$ cat config.mk
export PLATFORM = sky130hd
export DESIGN_NAME = mcd_back
export DESIGN_NICKNAME = d
export VERILOG_FILES = /design/src/rtl/mcd_pkg.sv /design/src/rtl/mcd_back.sv
export SDC_FILE = /design/constraint.sdc
export NUM_CORES = 2
export LEC_CHECK = 0
export BUFFER_PORTS_ARGS = -buffer_cell sky130_fd_sc_hd__buf_2
export CAP_MARGIN = 20
export CORE_MARGIN = 5
export CORE_UTILIZATION = 60
export DETAILED_ROUTE_END_ITERATION = 8
export PLACE_DENSITY = 0.78
export RECOVER_POWER = 100
export SYNTH_ARGS = -nofsm -noshare
export SYNTH_HDL_FRONTEND = slang
export SYNTH_SLANG_ARGS = --single-unit
$ cat constraint.sdc
create_clock -name clk_i -period 34.7 [get_ports clk_i]
set_clock_uncertainty 0.15 [all_clocks]
set_input_delay 6.94 -clock clk_i [delete_from_list [all_inputs] [get_ports clk_i]]
set_output_delay 6.94 -clock clk_i [all_outputs]
set_load 0.05 [all_outputs]
$ cat src/rtl/mcd_pkg.sv
// shared constants and types for the moravec corner detector
`default_nettype none

package mcd_pkg;

  localparam int MAX_WIDTH   = 1024;
  localparam int KERNEL_SPAN = 4;

  localparam int HALF   = KERNEL_SPAN / 2;
  localparam int WIN    = 2 * HALF + 1;
  localparam int LINES  = WIN - 1;
  localparam int LINE_W = LINES * 8;

  localparam int COL_W   = $clog2(MAX_WIDTH);
  localparam int WIDTH_W = 11;
  localparam int ROW_W   = 12;
  localparam int THR_W   = 18;
  localparam int SCORE_W = 18;
  localparam int XW      = ((COL_W > WIDTH_W) ? COL_W : WIDTH_W) + 1;
  localparam int SQ_W    = 16;
  localparam int SUM_W   = SQ_W + $clog2(KERNEL_SPAN);
  localparam int SCORE_MAX = (1 << SCORE_W) - 1;

  localparam int QDEPTH = 4;
  localparam int QPTR_W = $clog2(QDEPTH);
  localparam int QCNT_W = $clog2(QDEPTH + 1);
  localparam int ODEPTH = 4;
  localparam int OPTR_W = $clog2(ODEPTH);
  localparam int OCNT_W = $clog2(ODEPTH + 1);

  localparam logic [WIDTH_W-1:0] WIDTH_RST  = WIDTH_W'(640);
  localparam logic [ROW_W-1:0]   HEIGHT_RST = ROW_W'(480);
  localparam logic [THR_W-1:0]   THR_RST    = THR_W'(150000);

  localparam int CFG_DATA_W = THR_W;

  typedef enum logic [1:0] {
    CFG_IMAGE_WIDTH      = 2'd0,
    CFG_IMAGE_HEIGHT     = 2'd1,
    CFG_CORNER_THRESHOLD = 2'd2
  } cfg_idx_e;

  typedef struct packed {
    logic [WIDTH_W-1:0] image_width;
    logic [ROW_W-1:0]   image_height;
    logic [THR_W-1:0]   corner_threshold;
  } cfg_t;

  typedef logic [WIN-1:0][7:0] pix_line_t;

  typedef struct packed {
    pix_line_t          hor;
    pix_line_t          ver;
    pix_line_t          dia;
    pix_line_t          anti;
    logic [COL_W-1:0]   center_x;
    logic [ROW_W-1:0]   center_y;
    logic               frame_last;
  } snap_t;

  typedef struct packed {
    logic               empty;
    logic [QCNT_W-1:0]  count;
  } q_stat_t;

  typedef struct packed {
    logic [COL_W-1:0]   center_x;
    logic [ROW_W-1:0]   center_y;
    logic [SCORE_W-1:0] score;
    logic               is_corner;
    logic               frame_last;
  } res_t;

endpackage

`default_nettype wire

$ cat src/rtl/mcd_back.sv
// back: squared differences, directional sums, minimum and result queue
`default_nettype none

module mcd_back import mcd_pkg::*; (
  input  wire logic             clk_i,
  input  wire logic             rst_ni,
  input  wire logic [THR_W-1:0] threshold_i,
  input  wire q_stat_t          q_stat_i,
  input  wire snap_t            q_data_i,
  output logic                  q_pop_o,
  output logic                  empty_o,
  input  wire logic             pop_i,
  output res_t                  res_o
);

  logic [3:0][WIN-1:0][7:0] dirs;
  logic [3:0][KERNEL_SPAN-1:0][SQ_W-1:0] sq_d, sq_q;
  logic [3:0][SUM_W-1:0] sum_d, sum_q;
  logic [COL_W-1:0]   b1_x_q, b2_x_q;
  logic [ROW_W-1:0]   b1_y_q, b2_y_q;
  logic               b1_last_q, b2_last_q;
  logic               b1_v_q, b2_v_q;
  logic [SUM_W-1:0]   min01, min23, min_all;
  logic [SCORE_W-1:0] score;
  res_t               push_word;
  logic [7:0]         ad;

  res_t               ent_q [ODEPTH];
  logic [OPTR_W-1:0]  head_q, head_d, tail_q, tail_d;
  logic [OCNT_W-1:0]  cnt_q, cnt_d;
  logic               opush, opop;

  assign q_pop_o = !q_stat_i.empty &&
                   (((OCNT_W + 1)'(cnt_q) + (OCNT_W + 1)'(b1_v_q) + (OCNT_W + 1)'(b2_v_q))
                    < (OCNT_W + 1)'(ODEPTH));

  always_comb begin
    dirs = {q_data_i.anti, q_data_i.dia, q_data_i.ver, q_data_i.hor};
    for (int d = 0; d < 4; d++) begin
      for (int k = 0; k < KERNEL_SPAN; k++) begin
        ad = (dirs[d][k] > dirs[d][k + 1]) ? dirs[d][k] - dirs[d][k + 1]
                                           : dirs[d][k + 1] - dirs[d][k];
        sq_d[d][k] = SQ_W'(ad) * SQ_W'(ad);
      end
    end
  end

  always_comb begin
    for (int d = 0; d < 4; d++) begin
      sum_d[d] = '0;
      for (int k = 0; k < KERNEL_SPAN; k++) begin
        sum_d[d] = sum_d[d] + SUM_W'(sq_q[d][k]);
      end
    end
  end

  always_comb begin
    min01   = (sum_q[0] < sum_q[1]) ? sum_q[0] : sum_q[1];
    min23   = (sum_q[2] < sum_q[3]) ? sum_q[2] : sum_q[3];
    min_all = (min01 < min23) ? min01 : min23;
    if ((SUM_W + 1)'(min_all) > (SUM_W + 1)'(SCORE_MAX)) begin
      score = SCORE_W'(SCORE_MAX);
    end else begin
      score = SCORE_W'(min_all);
    end
    push_word.center_x   = b2_x_q;
    push_word.center_y   = b2_y_q;
    push_word.score      = score;
    push_word.is_corner  = (score > threshold_i);
    push_word.frame_last = b2_last_q;
  end

  always_ff @(posedge clk_i or negedge rst_ni) begin
    if (!rst_ni) begin
      b1_v_q <= 1'b0;
      b2_v_q <= 1'b0;
    end else begin
      b1_v_q <= q_pop_o;
      b2_v_q <= b1_v_q;
    end
  end

  always_ff @(posedge clk_i) begin
    if (q_pop_o) begin
      sq_q      <= sq_d;
      b1_x_q    <= q_data_i.center_x;
      b1_y_q    <= q_data_i.center_y;
      b1_last_q <= q_data_i.frame_last;
    end
    if (b1_v_q) begin
      sum_q     <= sum_d;
      b2_x_q    <= b1_x_q;
      b2_y_q    <= b1_y_q;
      b2_last_q <= b1_last_q;
    end
  end

  // result queue
  assign opush   = b2_v_q;
  assign empty_o = (cnt_q == '0);
  assign opop    = pop_i && !empty_o;

  always_comb begin
    head_d = head_q;
    tail_d = tail_q;
    cnt_d  = cnt_q;
    if (opush) begin
      tail_d = (tail_q == OPTR_W'(ODEPTH - 1)) ? '0 : tail_q + 1'b1;
    end
    if (opop) begin
      head_d = (head_q == OPTR_W'(ODEPTH - 1)) ? '0 : head_q + 1'b1;
    end
    if (opush && !opop) begin
      cnt_d = cnt_q + 1'b1;
    end else if (opop && !opush) begin
      cnt_d = cnt_q - 1'b1;
    end
  end

  always_ff @(posedge clk_i or negedge rst_ni) begin
    if (!rst_ni) begin
      head_q <= '0;
      tail_q <= '0;
      cnt_q  <= '0;
    end else begin
      head_q <= head_d;
      tail_q <= tail_d;
      cnt_q  <= cnt_d;
    end
  end

  always_ff @(posedge clk_i) begin
    if (opush) begin
      ent_q[tail_q] <= push_word;
    end
  end

  assign res_o = ent_q[head_q];

endmodule

`default_nettype wire

==> impl_metrics.tcl <==
set metrics [dict create \
    synth_top_cell_by_area "edfxtp_1" \
    finalCritPeriodShare_pct 45.8 \
    coreArea_sq_mm 0.0983 \
    wire_per_inst_um 17.2 \
    setup_tns_ps 0 \
    overflow 0 \
    io_pins 252 \
    drc_errors 0 \
    maxSlewViolCount 590 \
    syn_area_per_cell_sq_um 10.5 \
    hp-class "reg2reg" \
    grt_pass1_vias 41968 \
    critPathKind "in2reg" \
    cp-start-kind "input port" \
    worstPathCellList "buf_2 > a211oi_1 > clkbuf_1 > clkbuf_1 > clkbuf_1" \
    met1_length_mm 55.2 \
    synth_ff_type "edfxtp_1" \
    max_freq_ghz 0.0629 \
    ctsResizeCount 0 \
    cts_made_buffers 55 \
    synth.cell_area_sq_mm 0.0594 \
    worstSetupEndpointType "flop" \
    crit_arrival_ps 15910 \
    route.met3.wl_mm 7.04 \
    clk_latency_ps 630 \
    period_minus_slack_ps 15890 \
    placed_cell_area_sq_mm 0.0622 \
    crit_path_frequent_cell "clkbuf_1" \
    initial_core_util_pct 60.4 \
    regArea_sq_mm 0.0160 \
    ys_async_sr_fraction_pct 1.68 \
    syn2layout_area_growth_pct 7.16 \
    post-cts-setup-buffers 0 \
    globalplace.congestion 0.873 \
    cp.required_ps 34720 \
    ys_ff_latch 535 \
    finalHoldViolations 0 \
    cp_slowest_cell "clkbuf_1" \
    dr_wl_met2_mm 60.7 \
    dr.pass1.iters 5 \
    yosys_warnings 0 \
    h-tree-depth 2 \
    synth_edf_count 526 \
    cts_root_buffer "clkbuf_16" \
    die-area_sq_mm 0.105 \
    hold_buffers 0 \
    dp_worst_setup_slack_ps 20000 \
    syn-instance-count 5675 \
    status "complete, but fails checks" \
    grt_pass1_wl_mm 209 \
    worstPathMaxFanout 76 \
    seq_area_frac_synth_pct 27.0 \
    rsz0062_at_grt "false" \
    cts_sinks 535 \
    maxSlewHeadroom_pct -194 \
    final_nets 7570 \
    drt_iter0_markers 2385 \
    via_count 40508 \
    die_w_um 325 \
    drive_gt1_share_pct 7.88 \
    clk_pin_slew_ps 60 \
    drtAntennaViolNets 0 \
    clockBufferDepth 3 \
    finalSetupViolations 0 \
    cpPeakStageDelay_ps 3280 \
    synth_cell_types 87 \
    hpwl_mm 102 \
    groute.usage.overall_pct 23.8 \
    die-height_um 325 \
    fillers 7648 \
    avgViaCountPerCell 5.56 \
    antenna_found_initial 9 \
    setup_slack_ps 18810 \
    highest_layer "met5" \
    rows 115 \
    stdcell_area_sq_mm 0.0636 \
    totalWireLength_mm 125 \
    cts_tree "done" \
    port_buffers 248 \
    synthTopCellsByArea "edfxtp_1, fa_1, ha_1" \
    worst_pin_slew_ps 4400 \
    multi_input_area_sq_mm 0.0393 \
    max_cap_violations 12 \
    yosys.area.top_type_share_pct 26.6 \
    grt_max_degree 77 \
    violations "capacitance limit, slew limit" \
]
-- cell families after synthesis --
group	Yosys count	share of synthesized area [%]
multiplexers	187	4.12
XOR/XNOR	411	6.12
other	2	0.0126
AND/OR/NAND/NOR	1188	9.54
buffers and inverters	1067	6.82
flip-flops	535	27.0
adder cells (fa/ha/maj)	1421	36.9
AO/OA/AOI/OAI	864	9.50
-- worst max-delay path: cells and delay by family --
kind                   cells  cell delay (ps)
AO/OA/AOI/OAI              1              370
buffers and inverters      4             8490
-- layer usage --
layer,GRT usage (%),up-vias
met5,0,-
met4,4.53,4
met3,3.07,143
met2,41.2,924
met1,32.7,19815
li1,-,19622
-- Yosys cell counts (all sizes together), types with 8 or more instances --
| cell type | n |
|---|---|
| a211o | 8 |
| a211oi | 32 |
| a21boi | 8 |
| a21o | 118 |
| a21oi | 290 |
| a221oi | 8 |
| a31oi | 29 |
| and2 | 21 |
| and3 | 14 |
| and4 | 8 |
| buf | 21 |
| clkbuf | 52 |
| dfrtp | 9 |
| edfxtp | 526 |
| fa | 552 |
| ha | 869 |
| inv | 994 |
| mux2 | 35 |
| mux2i | 110 |
| mux4 | 42 |
| nand2 | 137 |
| nand2b | 56 |
| nand3 | 28 |
| nand4 | 38 |
| nor2 | 531 |
| nor2b | 90 |
| nor3 | 104 |
| nor3b | 8 |
| o211ai | 21 |
| o21a | 76 |
| o21ai | 137 |
| o21bai | 39 |
| o311a | 15 |
| o311ai | 9 |
| o31ai | 11 |
| o41ai | 10 |
| or2 | 113 |
| or3 | 27 |
| xnor2 | 286 |
| xor2 | 125 |
-- flip-flops by register name (all words and copies together) (netlist names), 3 cells and up --
register	flops
sq_q	240
ent_q	168
sum_q	72
b1_y_q	12
b2_y_q	12
b1_x_q	10
b2_x_q	10
cnt_q	3
-- cell usage in the layout (no fill, tap or decap), drive strengths merged, types with 27 or more instances in the layout --
master	n
nor2b	90
mux4	42
clkbuf	146
fa	552
a211oi	32
buf	191
edfxtp	526
o21bai	39
xor2	125
nor2	531
xnor2	286
nand2b	56
inv	996
o21ai	137
o21a	76
a21o	118
clkinv	28
mux2	35
ha	869
nand2	137
a21oi	290
mux2i	110
or2	113
or3	27
a31oi	29
nand3	28
nor3	104
nand4	38
-- final timing paths --
| kind | from | to | slack (ps) | cells past startpoint |
|---|---|---|---|---|
| worst min register to register | b1_y_q[1] | b2_y_q[1] | 270 | 0 |
| min in group asynchronous | rst_ni | b2_v_q | 6130 | 1 |
| worst min-delay path | b1_y_q[1] | b2_y_q[1] | 270 | 0 |
| worst max-delay path | q_stat_i[3] | sq_q[232] | 18810 | 5 |
| worst max register to register | b1_v_q | sq_q[232] | 23950 | 5 |
| max in group asynchronous | rst_ni | head_q[0] | 27850 | 1 |
-- area by class of cell --
cell class / count / area share, %
tap: 1287 / 2.53
antenna: 10 / 0.0393
clock buffer: 65 / 2.22
clock inverter: 38 / 0.470
multi-input combinational: 4083 / 61.7
timing repair buffer: 272 / 2.01
inverter: 994 / 5.86
sequential: 535 / 25.2
-- through the flow --
| step | std cells | util (%) | hold WS [ps] |
|---|---|---|---|
| after floorplan | 5685 | - | 250 |
| after global placement | 7170 | 63.3 | 253 |
| after detailed placement | 7170 | 63.3 | 255 |
| after CTS | 7273 | 65.0 | 270 |
| after global routing | 7275 | 64.7 | 274 |
| final | 7284 | 64.8 | 267 |
Power is left out: the tool's default activity adds up to more than one toggle a clock period on the data nets, which glitch-free logic cannot reach.
