===== config.mk =====
export PLATFORM = sky130hd
export DESIGN_NAME = mcd_queue
export DESIGN_NICKNAME = d
export VERILOG_FILES = /design/src/rtl/mcd_pkg.sv /design/src/rtl/mcd_queue.sv
export SDC_FILE = /design/constraint.sdc
export NUM_CORES = 1
export LEC_CHECK = 0
export ABC_CLOCK_PERIOD_IN_PS = 5300
export BUFFER_PORTS_ARGS = -buffer_cell sky130_fd_sc_hd__buf_4
export CAP_MARGIN = 20
export CORE_ASPECT_RATIO = 0.6
export CORE_MARGIN = 2
export CORE_UTILIZATION = 35
export DETAILED_ROUTE_END_ITERATION = 8
export GPL_TIMING_DRIVEN = 0
export PLACE_DENSITY_LB_ADDON = 0.25
export SLEW_MARGIN = 15
export SYNTH_ARGS = -nofsm -noshare
export SYNTH_HDL_FRONTEND = slang
export SYNTH_SLANG_ARGS = --single-unit

===== constraint.sdc =====
create_clock -name clk_i -period 5.3 [get_ports clk_i]
set_clock_uncertainty 0.2 [all_clocks]
set_input_delay 1.06 -clock clk_i [delete_from_list [all_inputs] [get_ports clk_i]]
set_output_delay 1.06 -clock clk_i [all_outputs]
set_load 0.005 [all_outputs]

===== src/rtl/mcd_pkg.sv =====
// shared constants and types for the moravec corner detector
`default_nettype none

package mcd_pkg;

  localparam int MAX_WIDTH   = 1024;
  localparam int KERNEL_SPAN = 4;

  localparam int HALF   = KERNEL_SPAN / 2;
  localparam int WIN    = 2 * HALF + 1;
  localparam int LINES  = WIN - 1;
  localparam int LINE_W = LINES * 8;

  localparam int COL_W   = $clog2(MAX_WIDTH);
  localparam int WIDTH_W = 11;
  localparam int ROW_W   = 12;
  localparam int THR_W   = 18;
  localparam int SCORE_W = 18;
  localparam int XW      = ((COL_W > WIDTH_W) ? COL_W : WIDTH_W) + 1;
  localparam int SQ_W    = 16;
  localparam int SUM_W   = SQ_W + $clog2(KERNEL_SPAN);
  localparam int SCORE_MAX = (1 << SCORE_W) - 1;

  localparam int QDEPTH = 4;
  localparam int QPTR_W = $clog2(QDEPTH);
  localparam int QCNT_W = $clog2(QDEPTH + 1);
  localparam int ODEPTH = 4;
  localparam int OPTR_W = $clog2(ODEPTH);
  localparam int OCNT_W = $clog2(ODEPTH + 1);

  localparam logic [WIDTH_W-1:0] WIDTH_RST  = WIDTH_W'(640);
  localparam logic [ROW_W-1:0]   HEIGHT_RST = ROW_W'(480);
  localparam logic [THR_W-1:0]   THR_RST    = THR_W'(150000);

  localparam int CFG_DATA_W = THR_W;

  typedef enum logic [1:0] {
    CFG_IMAGE_WIDTH      = 2'd0,
    CFG_IMAGE_HEIGHT     = 2'd1,
    CFG_CORNER_THRESHOLD = 2'd2
  } cfg_idx_e;

  typedef struct packed {
    logic [WIDTH_W-1:0] image_width;
    logic [ROW_W-1:0]   image_height;
    logic [THR_W-1:0]   corner_threshold;
  } cfg_t;

  typedef logic [WIN-1:0][7:0] pix_line_t;

  typedef struct packed {
    pix_line_t          hor;
    pix_line_t          ver;
    pix_line_t          dia;
    pix_line_t          anti;
    logic [COL_W-1:0]   center_x;
    logic [ROW_W-1:0]   center_y;
    logic               frame_last;
  } snap_t;

  typedef struct packed {
    logic               empty;
    logic [QCNT_W-1:0]  count;
  } q_stat_t;

  typedef struct packed {
    logic [COL_W-1:0]   center_x;
    logic [ROW_W-1:0]   center_y;
    logic [SCORE_W-1:0] score;
    logic               is_corner;
    logic               frame_last;
  } res_t;

endpackage

`default_nettype wire


===== src/rtl/mcd_queue.sv =====
// short queue of window snapshots between front and back
`default_nettype none

module mcd_queue import mcd_pkg::*; (
  input  wire logic    clk_i,
  input  wire logic    rst_ni,
  input  wire logic    push_i,
  input  wire snap_t   data_i,
  input  wire logic    pop_i,
  output snap_t        data_o,
  output q_stat_t      stat_o
);

  snap_t              ent_q [QDEPTH];
  logic [QPTR_W-1:0]  head_q, head_d, tail_q, tail_d;
  logic [QCNT_W-1:0]  cnt_q, cnt_d;

  always_comb begin
    head_d = head_q;
    tail_d = tail_q;
    cnt_d  = cnt_q;
    if (push_i) begin
      tail_d = (tail_q == QPTR_W'(QDEPTH - 1)) ? '0 : tail_q + 1'b1;
    end
    if (pop_i) begin
      head_d = (head_q == QPTR_W'(QDEPTH - 1)) ? '0 : head_q + 1'b1;
    end
    if (push_i && !pop_i) begin
      cnt_d = cnt_q + 1'b1;
    end else if (pop_i && !push_i) begin
      cnt_d = cnt_q - 1'b1;
    end
  end

  always_ff @(posedge clk_i or negedge rst_ni) begin
    if (!rst_ni) begin
      head_q <= '0;
      tail_q <= '0;
      cnt_q  <= '0;
    end else begin
      head_q <= head_d;
      tail_q <= tail_d;
      cnt_q  <= cnt_d;
    end
  end

  always_ff @(posedge clk_i) begin
    if (push_i) begin
      ent_q[tail_q] <= data_i;
    end
  end

  assign data_o       = ent_q[head_q];
  assign stat_o.empty = (cnt_q == '0);
  assign stat_o.count = cnt_q;

endmodule

`default_nettype wire


==> results of run 1 <==
## cells by family (layout without fill, tap and decap cells)
logic type	Yosys count	after routing
AOI/OAI and AO/OA	2	2
DFF	739	739
adders and majority gates	7	7
muxes	186	186
and+or+nand+nor	10	10
buffers and inverters	45	558
xor gates and xnor gates	3	3
other	0	5
## cells in the final DEF (no fill, tap or decap)
cell type   netlist  routed
dfrtp_1           7       7
mux4_2          183     183
bufinv_16         0       3
clkbuf_1          1      21
buf_12            0      10
o21ai_0           2       2
clkinv_8          0       1
clkbuf_16         0      74
edfxtp_1        732     732
clkinv_4          0       1
clkinv_1          0      13
xnor2_1           1       1
buf_4             2     375
buf_2            18      18
nand2_1           2       2
buf_1             2       2
clkbuf_8          0       1
clkinvlp_4        0       1
xor2_1            2       2
clkinv_2          0       5
inv_1             4       4
fa_1              1       1
inv_6             0       3
mux2_2            3       3
nor3_1            1       1
buf_16            0       8
diode_2           0       5
nor2_1            3       3
and2_4            0       4
ha_1              6       6
buf_6            18      18
## stage by stage
stage	setup slack [ns]	cell area, um2	std cells	util (%)
5_1_grt	0.862	33500	2505	44.2
3_5_place_dp	1.53	31300	2383	41.3
4_1_cts	0.865	33500	2505	44.2
3_3_place_gp	-0.799	30900	2365	40.8
6_report	1.11	33500	2510	44.2
2_1_floorplan	1.34	26800	992	-
## final cells by class
type / instances / area, um2
Antenna cell: 5 / 12.5
Buffer: 41 / 319
Clock buffer: 95 / 1940
Clock inverter: 27 / 223
Fill cell: 6423 / 42200
Inverter: 4 / 15.0
Multi-Input combinational cell: 208 / 4350
Sequential cell: 739 / 22200
Tap cell: 1000 / 1250
Timing Repair Buffer: 391 / 3220
## flip-flops by register name, indices dropped and copies added, names as in the netlist
name    count
tail_q      2
ent_q     732
head_q      2
cnt_q       3
## worst min path at each step
stage                     startpoint        end  slack, ns  cells past startpoint
after global routing          rst_ni  tail_q[0]       0.01                      1
after floorplan             cnt_q[2]   cnt_q[2]       0.29                      1
after global placement      cnt_q[2]   cnt_q[2]       0.29                      1
after detailed placement    cnt_q[2]   cnt_q[2]       0.28                      1
after CTS                     rst_ni  tail_q[0]     0.0005                      1
final                         rst_ni  tail_q[0]       0.07                      1
## power breakdown
part           internal, mW  switching, mW  total (mW)
Sequential             7.47          0.186        7.65
Clock                  2.72           2.08        4.79
Combinational          2.89           2.63        5.52
Total                  13.1           4.89        18.0
## metal layers
metal	GRT usage (%)	wire (um)	up-vias
met2	22.0	26500	299
met5	0	58	-
li1	-	-	5266
met1	19.1	24300	6371
met4	3.69	1040	8
met3	5.20	4580	83
## critical path, stage by stage, from the launching register on
cell      delay (ns)
dfrtp_1         0.43
clkbuf_1        0.76
buf_2           0.47
mux4_2          0.48
buf_4           0.19
==> summary.md, run 1 <==
| Metric | Value |
|---|---|
| Area contributors post-synth | `edfxtp_1 (82%), mux4_2 (15%), buf_6 (0.76%)` |
| Iter 0 DRT Violations | `798` |
| Crit path capture | `data_o[69]` |
| R2r setup slk | `2.90 ns` |
| Yosys top cell area share | `81.9%` |
| Worst Setup SP | `head_q[1]` |
| Area grow syn2layout | `24.8%` |
| Cells after Synth | `992` |
| CP Launch Type | `flip-flop` |
| GRT Overall Usage | `14.2%` |
| Total Die Area | `78900 um2` |
| Synth Area in Compound Gates | `0.0373%` |
| Multiplexer area fraction after synthesis | `15.5%` |
| Clock transition at path regs | `0.06 ns` |
| Ys async rst share | `0.947%` |
| Max Slew Vio Count | `0` |
| Max Freq | `0.239 GHz` |
| Die Wd | `361 um` |
| DRT Pass-1 Iters | `6` |
| VDD IR max | `0.217 mV` |
| Cts bufs inserted | `71` |
| RR Startpoint | `tail_q[1]` |
| PnR Total Power | `18.0 mW` |
| Clock latency on the worst-skew pair | `0.59 ns` |
| Ys flop type | `edfxtp_1` |
| Wirelength per Cell | `22.5 um` |
| Clk sinks | `739` |
| Die height | `218 um` |
| CORE AREA | `75700 um2` |
| Placer Congestion | `0.685` |
| Combinational family with the most area after synthesis | `multiplexers` |
| Hold buffers post-CTS | `0` |
| Cell Pwr Density | `537 nW/um2` |
| Syn Nets | `1186` |
| Critical Path RT | `4.04 ns` |
| Synth area leader | `edfxtp_1` |
| First-pass GRT wire length | `82500 um` |
| Post-CTS Setup Bufs | `0` |
| Remaining Overflow, GRT | `0` |
| Port Buffer Count | `373` |
| H-tree depth | `3` |
| Final hold slack | `0.0714 ns` |
| Arrival time worst endpoint | `2.93 ns` |
| Crit share post-route | `79.1%` |
| Synthesized flop and latch total | `739` |
| Initial antenna violation count | `7` |
| Worst-case clock buffer depth | `3` |
| Post-synthesis xor/xnor area fraction | `0.0979%` |
| Worst Hold Class | `in2async` |
| Reg2Reg Depth | `5` |
| Crit Path Max Fanout | `11` |
| Num rows | `78` |
| Cell variety after synth | `19` |
| Setup crit end kind | `primary output` |
| Post-synthesis simple-gate area fraction | `0.182%` |
| Tmin final | `4.19 ns` |
| Setup TNS Final | `0 ns` |
| Vias per cell | `4.79` |
| Vias | `12.0k` |
| Register area share after synthesis | `82.6%` |
| Post-DP HPWL | `36300 um` |
| Clock root cell | `clkbuf_16` |
| Rel. slew slack | `34.3%` |
| Starting Density | `35.4%` |
| Final hold vios | `0` |
| Yosys Warn Count | `0` |
| Post-route ant nets | `0` |
| Post-synth EDFFs | `732` |
| Largest net degree at the start of global routing | `49` |
| Worst-margin pin slew | `0.985 ns` |
| Final setup fails | `0` |
| Status | `finished, final reports clean` |
| TritonCTS clock tree | `done` |
| Vias in the first global route | `12.7k` |
| CP Class | `reg2out` |
| Total routed wirelength | `56500 um` |
| R2R Path End | `ent_q[1][85]` |
| Unrepaired setup endpoints after global routing | `no` |
| Syn avg cell area | `27.0 um2` |
| Layout cells sized above 1 | `47.0%` |
| Post-Syn Area | `26800 um2` |
| Max-Cap Viols | `0` |
| Post-Synth Adder-Cell Area | `0.354%` |
| Top-count cell post-synth | `edfxtp_1` |
| Leakage power | `11.3 nW` |
| Top-level I/O count | `374` |
| Residual DRC | `0` |
| Top cells by count, synth | `edfxtp_1 (732), mux4_2 (183), buf_2 (18), buf_6 (18), dfrtp_1 (7)` |
| Post_cts resized | `0` |
| # nets final | `1650` |
Power figures use the tool's default switching activity.
==> run 2: changes to the inputs <==
- ABC_AREA: not set -> 1
- ABC_CLOCK_PERIOD_IN_PS: 5300 -> 4400
- clock period: 5.3 -> 4.4 ns (I/O delays scaled with it)
==> run 2 against run 1 <==
  * Clock power is 32% higher
  * Final cell count is 54% higher
  * First-iteration DRC count is 51% higher
  * Critical endpoint is now data_o[150]
==> summary.md, run 2 <==
| Metric | Value |
|---|---|
| Residual DRC | `0 (unchanged)` |
| H-tree depth | `3 (unchanged)` |
| Leakage power | `14.6 nW (+30%)` |
| Starting Density | `35.3% (-0.14 points)` |
| Tmin final | `3.68 ns` |
| Die Wd | `378 um (+4.7%)` |
| Filler instances | `7470 (+16%)` |
| Biggest register | `ent_q` |
| Final hold slack | `0.229 ns (+0.157 ns)` |
| Unrepaired setup endpoints after global routing | `no` |
| Clock latency on the worst-skew pair | `0.64 ns (+0.05 ns)` |
| Post-route ant nets | `0 (unchanged)` |
| Met2 Use GR | `28.6% (+6.6 points)` |
| DP Area | `34300 um2 (+9.4%)` |
| Worst path cell trace | `inv_2 -> buf_4 -> clkbuf_1 -> nand2_1 -> o211ai_1 -> nand2_1 -> buf_4` |
| Crit share post-route | `83.6%` |
| Commonest non-fill, non-tap cells in the layout | `edfxtp_1 (732), nand2_1 (564), buf_4 (384)` |
| Post-Syn Area | `29400 um2 (+9.7%)` |
| Syn avg cell area | `13.5 um2 (-50%)` |
| Worst Hold Path EP | `ent_q[3][16]` |
| Vias | `18.2k (+51%)` |
| Syn Nets | `2380 (+100%)` |
| TritonCTS clock tree | `done` |
| Synth area leader | `edfxtp_1` |
| Final hold vios | `0 (unchanged)` |
| Flop pwr share | `38.7% (-3.9 points)` |
| Status | `finished, final reports clean` |
| Remaining Overflow, GRT | `0 (unchanged)` |
| Cells after Synth | `2186 (+120%)` |
| Cts bufs inserted | `73 (+2.8%)` |
| Setup crit end kind | `primary output` |
| Ys async rst share | `0.947% (unchanged)` |
| Yosys Warn Count | `0 (unchanged)` |
| Num rows | `82 (+5.1%)` |
| Max-Cap Viols | `0 (unchanged)` |
| Total routed wirelength | `78400 um (+39%)` |
| GRT Overall Usage | `17.9% (+3.7 points)` |
| CP Launch Type | `flip-flop` |
| Register area share after synthesis | `75.3% (-7.3 points)` |
| Post-CTS Setup Bufs | `0 (unchanged)` |
| Top Registers | `ent_q: 732 flops, cnt_q: 3 flops` |
| Largest net degree at the start of global routing | `31 (-37%)` |
| GR Util met1 | `24.3% (+5.1 points)` |
| First-pass GRT wire length | `115000 um (+40%)` |
| Clk sinks | `739 (unchanged)` |
| Sw frac | `33.5% (+6.3 points)` |
| # nets final | `2859 (+73%)` |
| Fraction of power consumed by the clock network | `26.4% (-0.3 points)` |
| Port Buffer Count | `373 (unchanged)` |
| Max Slew Vio Count | `0 (unchanged)` |
| Area taken by multi-input logic gates | `5050 um2 (+16%)` |
| Ys flop type | `edfxtp_1` |
| Commonest non-fill, non-tap cell in the layout | `edfxtp_1` |
| Logic pwr share | `34.9% (+4.2 points)` |
| Wirelength per Cell | `20.3 um (-9.9%)` |
| Post-synth EDFFs | `732 (unchanged)` |
| Crit Path Max Fanout | `10 (-1)` |
| Cell Pwr Density | `651 nW/um2 (+21%)` |
| Top cells by count, synth | `edfxtp_1 (732), nand2_1 (564), inv_1 (377)` |
| Max Freq | `0.272 GHz` |
| Layout cells sized above 1 | `22.4% (-25 points)` |
| Area grow syn2layout | `24.6%` |
| Clock root cell | `clkbuf_16` |
| Arrival time worst endpoint | `2.60 ns (-0.33 ns)` |
| Final setup fails | `0 (unchanged)` |
| Reg area | `22200 um2 (unchanged)` |
| DRT Pass-1 Iters | `7 (+1)` |
| Worst path max stage delay | `0.62 ns (-0.14 ns)` |
| Hold Startpoint | `data_i[16]` |
| Rel. slew slack | `48.6% (+14 points)` |
| Vias per cell | `4.72 (-1.6%)` |
| Cell variety after synth | `21 (+2)` |
| CORE AREA | `83400 um2 (+10%)` |
| R2r setup slk | `1.52 ns (-1.38 ns)` |
| CP Class | `reg2out` |
| Placer Congestion | `0.755 (+10%)` |
| Worst hold path stage count | `1` |
| Top-count cell post-synth | `edfxtp_1` |
| Worst-case clock buffer depth | `3 (unchanged)` |
| Design internal power | `15.9 mW (+21%)` |
| Synthesized flop and latch total | `739 (unchanged)` |
| Clock transition at path regs | `0.06 ns (about the same)` |
| Top-level I/O count | `374 (unchanged)` |
| Met3 global-route usage | `4.89% (-0.31 points)` |
| Iter 0 DRT Violations | `1201 (+51%)` |
| Largest register FFs | `732 (unchanged)` |
| Initial antenna violation count | `6 (-1)` |
| Area contributors post-synth | `edfxtp_1 (75%), o211ai_1 (9.1%), nand2_1 (7.2%)` |
| Reg2Reg Depth | `8 (+3)` |
| RR Startpoint | `tail_q[1]` |
| Worst Hold Class | `in2reg` |
| P_sw | `8.01 mW (+64%)` |
| Slowest cell on crit path | `clkbuf_1` |
| Vias in the first global route | `18.3k (+44%)` |
| Worst-margin pin slew | `0.770 ns (-0.215 ns)` |
| Critical Path RT | `3.32 ns (-0.72 ns)` |
| Post-DP HPWL | `52300 um (+44%)` |
| VDD IR max | `0.335 mV (+54%)` |
| Total Die Area | `86500 um2 (+9.6%)` |
| Post_cts resized | `0 (unchanged)` |
| Die height | `229 um (+4.7%)` |
| Top Usage Layer GRT | `met2` |
| R2R Path End | `ent_q[1][68]` |
| Final Instance Area | `36700 um2 (+9.5%)` |
| Yosys top cell area share | `74.7% (-7.3 points)` |
## run 2: what timing repair did
| action | CTS | global route |
|---|---|---|
| hold buffers | 1 | 0 |
| endpoints found under the setup margin | 0 | 0 |
| hold endpoints to repair | 7 | 0 |
## run 2: worst max path at each step
stage / end / startpoint / depth (start not counted)
after global routing: data_o[152] / head_q[0] / 7
final: data_o[150] / head_q[0] / 7
after CTS: data_o[16] / head_q[1] / 6
after floorplan: ent_q[0][0] / push_i / 2
after global placement: ent_q[0][72] / push_i / 3
after detailed placement: data_o[16] / head_q[1] / 6
## run 2: power by group through the flow
stage | clock, mW | sequential, mW | combinational (mW)
floorplan | 0 | 9.48 | 3.97
global placement | 0 | 9.66 | 8.15
detailed placement | 0 | 9.40 | 8.54
CTS | 6.49 | 9.25 | 8.57
global route | 6.76 | 9.33 | 9.16
finish | 6.30 | 9.25 | 8.35
## run 2: layout make-up
class,instances,share of cell area [%]
Sequential cell,739,60.4
Multi-Input combinational cell,947,13.8
Timing Repair Buffer,404,9.32
Clock buffer,91,5.22
Inverter,379,3.92
Tap cell,1134,3.87
Buffer,121,2.18
Clock inverter,43,1.30
Antenna cell,2,0.0136
## run 2: cells by family after synthesis
kind of cell | Yosys count | share of synthesized area (%)
DFF | 739 | 75.3
and+or+nand+nor | 569 | 7.27
buffers and inverters | 500 | 7.55
AOI/OAI and AO/OA | 370 | 9.54
adders and majority gates | 7 | 0.323
xor gates and xnor gates | 1 | 0.0298
## run 2: layer usage
layer  part of all wire [%]  vias to the layer above
li1                       -                     8640
met1                     44                     8974
met2                     47                      470
met3                    6.7                      112
met4                    2.1                        6
met5                  0.052                        -
## run 2: per-stage QoR
stage | setup slack, ns | total power [mW] | cells | TNS (ns) | utilization, %
detailed placement | 1.02 | 17.9 | 3722 | 0 | 41.1
global placement | -2.91 | 17.8 | 3693 | -2024.34 | 40.4
finish | 0.720 | 23.9 | 3860 | 0 | 44.0
global route | 0.470 | 25.2 | 3859 | 0 | 44.0
floorplan | 0.121 | 13.4 | 2186 | 0 | -
CTS | 0.304 | 24.3 | 3857 | 0 | 44.0
## run 2: worst max-delay path, delay by kind of cell, from the launching register on
family	cells	cell delay, ns
flip-flops	1	0.41
buffers and inverters	4	1.22
AND/OR/NAND/NOR	2	0.20
AO/OA/AOI/OAI	1	0.12
